===== config.mk =====
export PLATFORM = sky130hd
export DESIGN_NAME = trial_division_prime_test_unit
export DESIGN_NICKNAME = d
export VERILOG_FILES = /design/src/design/tdpt_pkg.sv /design/src/design/tdpt_div_unit.sv /design/src/design/trial_division_prime_test_unit.sv
export SDC_FILE = /design/constraint.sdc
export NUM_CORES = 1
export LEC_CHECK = 0
export BUFFER_PORTS_ARGS = -buffer_cell sky130_fd_sc_hd__buf_2
export CAP_MARGIN = 10
export CORE_MARGIN = 2
export CORE_UTILIZATION = 33
export CTS_CLUSTER_SIZE = 28
export DETAILED_ROUTE_END_ITERATION = 16
export HOLD_SLACK_MARGIN = 0.08
export PLACE_DENSITY = 0.45
export REMOVE_ABC_BUFFERS = 1
export SYNTH_ARGS = -nofsm -noshare
export SYNTH_HDL_FRONTEND = slang
export SYNTH_SLANG_ARGS = --single-unit
export TNS_END_PERCENT = 10

===== constraint.sdc =====
create_clock -name clk -period 4.48 [get_ports clk]
set_input_delay 0.448 -clock clk [delete_from_list [all_inputs] [get_ports clk]]
set_output_delay 0.448 -clock clk [all_outputs]
set_load 0.02 [all_outputs]

===== src/design/tdpt_pkg.sv =====
// tdpt_pkg: shared types and constants for the trial division prime test unit.
// Depends on nothing; imported by the sequencer top level.
`default_nettype none

package tdpt_pkg;

  typedef enum logic [3:0] {
    ST_IDLE  = 4'b0001,
    ST_CHECK = 4'b0010,
    ST_DIV   = 4'b0100,
    ST_FIN   = 4'b1000
  } state_t;

  localparam int unsigned SMALLEST_PRIME = 2;
  localparam int unsigned FIRST_DIVISOR  = 3;
  localparam int unsigned DIVISOR_STEP   = 2;

endpackage

`default_nettype wire


===== src/design/tdpt_div_unit.sv =====
// tdpt_div_unit: shared restoring divider, one quotient bit per cycle.
// Standalone; driven by the trial_division_prime_test_unit sequencer.
`default_nettype none

module tdpt_div_unit #(
  parameter int unsigned WIDTH = 32
) (
  input  wire logic             clk,
  input  wire logic             rst_n,
  input  wire logic             start,
  input  wire logic [WIDTH-1:0] dividend,
  input  wire logic [WIDTH-1:0] divisor,
  output logic                  done,
  output logic [WIDTH-1:0]      quotient,
  output logic [WIDTH-1:0]      remainder
);

  localparam int unsigned CW = $clog2(WIDTH + 1);

  logic             busy_r, busy_nxt;
  logic             done_r, done_nxt;
  logic [CW-1:0]    count_r, count_nxt;
  logic [WIDTH-1:0] rem_r, rem_nxt;
  logic [WIDTH-1:0] quo_r, quo_nxt;
  logic [WIDTH-1:0] div_r, div_nxt;
  logic [WIDTH:0]   trial;
  logic [WIDTH:0]   diff;
  logic             fits;

  assign trial = {rem_r, quo_r[WIDTH-1]};
  assign diff  = trial - {1'b0, div_r};
  assign fits  = (trial >= {1'b0, div_r});

  always_comb begin
    busy_nxt  = busy_r;
    done_nxt  = 1'b0;
    count_nxt = count_r;
    rem_nxt   = rem_r;
    quo_nxt   = quo_r;
    div_nxt   = div_r;
    if (start) begin
      busy_nxt  = 1'b1;
      count_nxt = CW'(WIDTH);
      rem_nxt   = '0;
      quo_nxt   = dividend;
      div_nxt   = divisor;
    end else if (busy_r) begin
      rem_nxt   = fits ? diff[WIDTH-1:0] : trial[WIDTH-1:0];
      quo_nxt   = {quo_r[WIDTH-2:0], fits};
      count_nxt = count_r - CW'(1);
      if (count_r == CW'(1)) begin
        busy_nxt = 1'b0;
        done_nxt = 1'b1;
      end
    end
  end

  always_ff @(posedge clk) begin
    if (!rst_n) begin
      busy_r  <= 1'b0;
      done_r  <= 1'b0;
      count_r <= '0;
    end else begin
      busy_r  <= busy_nxt;
      done_r  <= done_nxt;
      count_r <= count_nxt;
    end
    rem_r <= rem_nxt;
    quo_r <= quo_nxt;
    div_r <= div_nxt;
  end

  assign done      = done_r;
  assign quotient  = quo_r;
  assign remainder = rem_r;

endmodule

`default_nettype wire


===== src/design/trial_division_prime_test_unit.sv =====
// trial_division_prime_test_unit: trial division primality test, top level sequencer.
// Depends on tdpt_pkg and tdpt_div_unit.
//
//   channel | ports                          | direction
//   --------+--------------------------------+----------
//   in      | in_valid, in_ready, in_number  | to block
//   out     | out_valid, out_ready, out_is_prime | from block
//
// Negative, zero, one, two and even inputs pass through ST_CHECK and ST_FIN before
// out_valid rises, and in_ready returns at the same edge as out_valid.
// ST_FIN holds while an earlier result waits unaccepted. Odd inputs run one division
// per odd trial divisor on the shared one-bit-per-cycle divider.
// in_ready is high only while the sequencer is idle; a finished result waits in
// the output register, and the next transaction may be taken meanwhile.
// rst_n is synchronous, active low, and clears the sequencer and output valid.
`default_nettype none

module trial_division_prime_test_unit #(
  parameter int unsigned DATA_WIDTH = 32
) (
  input  wire logic                         clk,
  input  wire logic                         rst_n,
  input  wire logic                         in_valid,
  output logic                              in_ready,
  input  wire logic signed [DATA_WIDTH-1:0] in_number,
  output logic                              out_valid,
  input  wire logic                         out_ready,
  output logic                              out_is_prime
);

  import tdpt_pkg::*;

  localparam logic [DATA_WIDTH-1:0] TWO_W   = DATA_WIDTH'(SMALLEST_PRIME);
  localparam logic [DATA_WIDTH-1:0] FIRST_W = DATA_WIDTH'(FIRST_DIVISOR);
  localparam logic [DATA_WIDTH-1:0] STEP_W  = DATA_WIDTH'(DIVISOR_STEP);

  state_t                  state_r, state_nxt;
  logic [DATA_WIDTH-1:0]   n_r, n_nxt;
  logic [DATA_WIDTH-1:0]   d_r, d_nxt;
  logic                    res_r, res_nxt;
  logic                    out_valid_r, out_valid_nxt;
  logic                    out_prime_r, out_prime_nxt;
  logic                    div_start;
  logic                    div_done;
  logic [DATA_WIDTH-1:0]   div_quo;
  logic [DATA_WIDTH-1:0]   div_rem;

  tdpt_div_unit #(
    .WIDTH(DATA_WIDTH)
  ) u_div (
    .clk      (clk),
    .rst_n    (rst_n),
    .start    (div_start),
    .dividend (n_r),
    .divisor  (d_nxt),
    .done     (div_done),
    .quotient (div_quo),
    .remainder(div_rem)
  );

  assign in_ready = (state_r == ST_IDLE);

  always_comb begin
    state_nxt     = state_r;
    n_nxt         = n_r;
    d_nxt         = d_r;
    res_nxt       = res_r;
    div_start     = 1'b0;
    out_valid_nxt = out_valid_r && !out_ready;
    out_prime_nxt = out_prime_r;
    case (state_r)
      ST_IDLE: begin
        if (in_valid) begin
          n_nxt     = in_number;
          state_nxt = ST_CHECK;
        end
      end
      ST_CHECK: begin
        if (n_r[DATA_WIDTH-1] || (n_r < TWO_W)) begin
          res_nxt   = 1'b0;
          state_nxt = ST_FIN;
        end else if (n_r == TWO_W) begin
          res_nxt   = 1'b1;
          state_nxt = ST_FIN;
        end else if (!n_r[0]) begin
          res_nxt   = 1'b0;
          state_nxt = ST_FIN;
        end else begin
          d_nxt     = FIRST_W;
          div_start = 1'b1;
          state_nxt = ST_DIV;
        end
      end
      ST_DIV: begin
        if (div_done) begin
          if (d_r > div_quo) begin
            res_nxt   = 1'b1;
            state_nxt = ST_FIN;
          end else if (div_rem == '0) begin
            res_nxt   = 1'b0;
            state_nxt = ST_FIN;
          end else begin
            d_nxt     = d_r + STEP_W;
            div_start = 1'b1;
          end
        end
      end
      ST_FIN: begin
        if (!out_valid_r || out_ready) begin
          out_valid_nxt = 1'b1;
          out_prime_nxt = res_r;
          state_nxt     = ST_IDLE;
        end
      end
      default: begin
        state_nxt = ST_IDLE;
      end
    endcase
  end

  always_ff @(posedge clk) begin
    if (!rst_n) begin
      state_r     <= ST_IDLE;
      out_valid_r <= 1'b0;
    end else begin
      state_r     <= state_nxt;
      out_valid_r <= out_valid_nxt;
    end
    n_r         <= n_nxt;
    d_r         <= d_nxt;
    res_r       <= res_nxt;
    out_prime_r <= out_prime_nxt;
  end

  assign out_valid    = out_valid_r;
  assign out_is_prime = out_prime_r;

`ifndef SYNTH
  a_done_in_div: assert property (@(posedge clk) disable iff (!rst_n)
    div_done |-> (state_r == ST_DIV))
    else $error("divider finished outside the divide state");

  a_accept_to_check: assert property (@(posedge clk) disable iff (!rst_n)
    (in_valid && in_ready) |=> (state_r == ST_CHECK))
    else $error("accepted transaction did not enter the check state");

  a_odd_divisor: assert property (@(posedge clk) disable iff (!rst_n)
    (state_r == ST_DIV) |-> d_r[0])
    else $error("trial divisor is even");

  a_result_from_fin: assert property (@(posedge clk) disable iff (!rst_n)
    $rose(out_valid_r) |-> $past(state_r == ST_FIN))
    else $error("result appeared without finishing a transaction");
`endif

endmodule

`default_nettype wire


Word level (Yosys, flattened, before mapping)
Cells that the tools add are included.

word-level totals
  flip-flop bits (word level) = 175
  input port bits = 36
  output and inout port bits = 3
  word-level logic and storage cells = 87

cells by class
  add/sub/neg operators = 3
  $lt $le $gt $ge = 3
  eq/ne operators = 11
  multiplexer cells = 41
  bitwise logic cells = 2
  reductions and logical operators = 14

operator list
  cell                                                  number
  two-way mux 32 bit                                    9
  one-hot mux 32 bit (2 select lines)                   1
  greater-or-equal comparator 33 x 32 -> 1 bit          1
  adder 32 x 2 -> 32 bit, second input constant         1
  equality test 32 x 2 -> 1 bit, second input constant  1
  > comparator 32 bit                                   1
  logical NOT 32 bit                                    1
  < comparator 32 x 2 -> 1 bit, second input constant   1
  two-way mux 4 bit                                     8
  subtractor 32 bit                                     1
  two-way mux 1 bit                                     18
  one-hot mux 4 bit (4 select lines)                    1
  two-way mux 6 bit                                     2
  AND reduction 4 bit                                   2
  equality test 6 x 1 -> 1 bit, second input constant   1
  subtractor 6 x 1 -> 6 bit, second input constant      1
  equality test 4 x 1 -> 1 bit, second input constant   1
  equality test 4 x 2 -> 1 bit, second input constant   1
  equality test 4 x 3 -> 1 bit, second input constant   1
  equality test 4 bit, second input constant            1
  != test 2 bit, second input constant                  2
  != test 4 bit, second input constant                  1
  one-hot mux 1 bit (2 select lines)                    2
  AND reduction 2 bit                                   2
  other kinds (9)                                       13

Depth between registers and ports, before layout
  depth in word-level cells = 6
  gate-level depth with buffers = 13

Cells and area by module
Synthesis repeated with hierarchy kept, for this count alone.

second synthesis, totals
  cells, all modules = 1055
  area total of the unflattened synthesis = 10239.8 µm²

modules (own cells, without submodules)
  module                          instances  cells each  area each (µm²)  seq. area each (µm²)
  tdpt_div_unit                   1          613         6113.4           2722.6
  trial_division_prime_test_unit  1          442         4126.5           1761.7

Least setup slack after synthesis
No wires, ideal clock.

  kind = reg-to-reg
  from = register d_r[1]
  to = register u_div.quo_r[0], in the netlist u_div.quotient[0], enable pin
  library setup time = 389 ps
  data arrival time = 2863 ps
  slack = 1227 ps
  stages on the path, launching flop included = 10
  path buffers = 1
  clock period less this slack = 3253 ps
  cells stage by stage = dfxtp_1 ha_1 nor2b_1 o211ai_1 a2111oi_0 or4b_4 a211oi_2 a21boi_2 clkbuf_1 nand2_1

between the ends
  word-level cells in the longest chain between the ends = 5

ends and longest elaborated chain
  what                                line                                   RTL
  start: declaration                  trial_division_prime_test_unit.sv:39   logic [DATA_WIDTH-1:0] d_r, d_nxt;
  start signal: assignment            trial_division_prime_test_unit.sv:130  d_r <= d_nxt;
  > comparator 32 bit                 trial_division_prime_test_unit.sv:96   if (d_r > div_quo) begin
  two-way mux 1 bit                   trial_division_prime_test_unit.sv:96
  two-way mux 1 bit                   trial_division_prime_test_unit.sv:95   if (div_done) begin
  one-hot mux 1 bit (2 select lines)  trial_division_prime_test_unit.sv:71   case (state_r)
  nonzero test 2 bit (no line)        --
  end signal: assignment              tdpt_div_unit.sv:69                    quo_r <= quo_nxt;
  end: declaration                    tdpt_div_unit.sv:24                    logic [WIDTH-1:0] quo_r, quo_nxt;

No other way between the ends.
A chain may end at the register's enable or synchronous reset.

Worst setup path after layout
  from = register d_r[14]
  to = register u_div.quo_r[0], in the netlist u_div.quotient[0] (data pin)

between the ends
  word-level cells in the longest chain between the ends = 5

ends and longest elaborated chain
  what                                line                                  RTL
  > comparator 32 bit                 trial_division_prime_test_unit.sv:96
  two-way mux 1 bit                   trial_division_prime_test_unit.sv:96
  two-way mux 1 bit                   trial_division_prime_test_unit.sv:95
  one-hot mux 1 bit (2 select lines)  trial_division_prime_test_unit.sv:71
  two-way mux 32 bit                  tdpt_div_unit.sv:41                   if (start) begin
  named net u_div.quo_nxt[0]          tdpt_div_unit.sv:24

The timed path passes the listed nets, and every way through them passes these cells.

==> run summary <==
Worst-Margin Slew: 738 ps
Chip Height: 177 um
Power per cell area: 422 mW/mm^2
Fin crit share: 0.785
Nets: 1,169
Worst VDD drop: 0.233 mV
Total global routing overflow: 0
Reg2Reg Depth: 12
Hold Startpoint: in_number[8]
Clock root cell: clkbuf_16
CP max stage cell: nor4_1
Cts hold-fix bufs: 0
Post-route cell area: 0.0111 mm^2
CTS tree: built
Critical Path AT: 3770 ps
RSZ-0062 raised after global routing: false
Max cap viols: 0
FF-to-FF Start: d_r[14]
Final min period: 3520 ps
PnR Total Power: 4.67 mW
DIE AREA: 0.0313 mm^2
Status: completed
Area added between synthesis and finish: 12.1%
P_leak: 4.54 nW
Post-synth EDFFs: 98
Num ports: 39
Worst path buffer plus inverter count: 3
Vias post-DR: 7,598
Number of routed nets with antenna violations: 0
Pin count of the biggest net entering global routing: 120
Rel. slew slack: 0.502
WL final: 25.0 mm
FFs w/ async S/R, synth: 0
CP max FO: 119
Fin cells: 1,468
#FFs+latches synth: 175
Netlist Area Pre-Place: 0.00986 mm^2
Via density: 5.18
Fraction of layout cells with a size suffix above 1: 0.0974
Fillers: 3,006
Post-CTS setup buffer count: 0
CP max stage delay: 610 ps
Post-CTS Resized: 0
GR Util All Layers: 0.166
First-pass GRT wire length: 40.5 mm
Crit-path cells: ha_1, nand4_1, nor4_1, and2_1, a21oi_1, a211oi_2, buf_4, a21boi_2, clkinv_2, buf_12, nand2_1, o21ai_1
Initial DRC Count: 418
Reg clk slew, reported paths: 80 ps
WL/cell: 17.0 um
Worst Setup SP: d_r[14]
Multi-input gate area: 0.00487 mm^2
Detailed Place HPWL: 18.2 mm
Pre-antenna DRT Iters: 5
Chip width: 177 um
Post-synth top area cell: edfxtp_1
CTS buffer count: 17
Critical Path RT: 4740 ps
Core Area: 0.0296 mm^2
PortBufs: 38
Final setup TNS: 0 ps
Worst min-delay path category: in -> reg
Final GP Congestion: 0.827
Dpl cells: 1,436
Clock buffer depth: 2
Hold Path Sink: n_r[8]
Most frequent cells in the layout: nand2_1 (115), edfxtp_1 (98), inv_1 (78), dfxtp_1 (76), ha_1 (67)
Synthesized instance count: 1,044
Synth top area share: 0.298
Clk_lat worst skew: 440 ps
Worst Setup End Kind: flip-flop
Initial antenna violation count: 0
Starting Density: 0.334
Hold Path Stages: 1
H-tree lvl count: 4
ANT cells: 0
Final Hold Fails: 0
Distinct cells, synth: 70
RR Endpoint: u_div.quotient[0]
Kind of critical path: reg -> reg
FMAX: 0.284 GHz
Most common cell after layout, fill and taps aside: nand2_1
Register area: 0.00449 mm^2
Crit path max-delay family: simple AND/OR/NAND/NOR gates
Placed cell areas: 0.0104 mm^2
Synth warnings: 0
Top post-synthesis cells by area: edfxtp_1 (30%), dfxtp_1 (16%), ha_1 (8.5%)
Synth Area per Inst: 9.45 um^2
Startpoint types: flip-flop
Final Skew: 18.2 ps
Vias in the first global route: 7,308
Count of pins over their slew limit: 0
Final setup viols: 0
Post-synth top flop: edfxtp_1
Rows: 63
# DRC: 0
Sequential-to-total area share from yosys stat: 0.455
CTS Sinks: 175
FF-to-FF setup slack: 960 ps
[worst reg2reg max path, cell delays in order, from the launching register on]
cell and delay, ps:
dfxtp_1 370, ha_1 340, nand4_1 180, nor4_1 610, and2_1 220, a21oi_1 70
a211oi_2 200, buf_4 350, a21boi_2 150, clkinv_2 80, buf_12 430, nand2_1 200
o21ai_1 160
[power by group]
| part | switching [mW] | internal (mW) |
|---|---|---|
| sequential | 0.194 | 1.86 |
| combinational | 0.638 | 0.438 |
| clock | 0.774 | 0.764 |
| total | 1.61 | 3.06 |
[sequential cells by signal, summed over array words and instances, names as in the netlist]
signal and count:
d_r 32, n_r 32, u_div.done 1, u_div.busy_r 1, state_r 4, u_div.quotient 32
res_r 1, out_is_prime 1, u_div.count_r 6, u_div.remainder 32, u_div.div_r 32, out_valid 1
[logic make-up (layout without fill, tap and decap cells)]
kind of cell	Yosys count	in the layout	synth area share
buffers and inverters	129	163	0.0527
flip-flops	175	175	0.455
adder cells (fa/ha/maj)	68	68	0.0870
XOR/XNOR	23	23	0.0204
AO/OA/AOI/OAI	295	295	0.199
multiplexers	13	13	0.0135
AND/OR/NAND/NOR	341	341	0.173
[how the worst max path moves through the flow]
stage / end / slack [ps] / cells after the start
global placement: u_div.quotient[0] / 880 / 12
global route: u_div.quotient[0] / 580 / 12
detailed placement: u_div.quotient[0] / 950 / 12
floorplan: u_div.quotient[0] / 90 / 9
CTS: u_div.quotient[0] / 920 / 12
finish: u_div.quotient[0] / 960 / 12
[cell type report]
class | instances | area share
inverters | 79 | 0.0269
clock buffers | 17 | 0.0385
flip-flops and latches | 175 | 0.406
clock inverters | 15 | 0.0160
well taps | 390 | 0.0442
repair buffers | 52 | 0.0279
multi-input cells | 740 | 0.441
[routing by layer]
layer	vias to the layer above	global-route usage	share of wire
met5	-	0	0
met4	0	0.0517	0.018
met3	18	0.0238	0.029
met2	132	0.253	0.44
met1	3518	0.241	0.52
li1	3930	-	-
[synthesized netlist by cell type, types with 3 or more instances]
master	instances
o211a_1	9
a221oi_1	5
or4_1	3
and4_1	7
edfxtp_1	98
nand2b_1	6
nand4_1	21
o211ai_1	13
a21o_1	13
a211oi_1	22
o31a_1	4
nor2_1	55
a211o_1	3
nand2_1	115
nor4_1	20
xor2_1	10
nor2b_1	10
nor3_1	20
nand3_1	29
o21a_1	7
xnor2_1	13
and2_1	13
and3_1	18
o21ai_1	23
o21bai_1	4
or2_2	4
a21boi_0	8
o41ai_1	12
a21oi_1	65
or3_1	5
a31oi_1	13
dfxtp_1	77
ha_1	67
nand3b_1	3
o21ai_0	57
mux2i_1	11
a41oi_1	14
buf_2	16
clkbuf_1	30
o311a_1	3
o31ai_1	5
inv_1	78
[stage by stage]
step,setup slack [ps],utilization,hold slack [ps]
after global placement,876,0.353,413
after CTS,918,0.374,157
final,962,0.374,176
after global routing,579,0.374,152
after detailed placement,945,0.353,411
after floorplan,90.6,-,400
No activity file was read; power rests on OpenSTA's default activity.
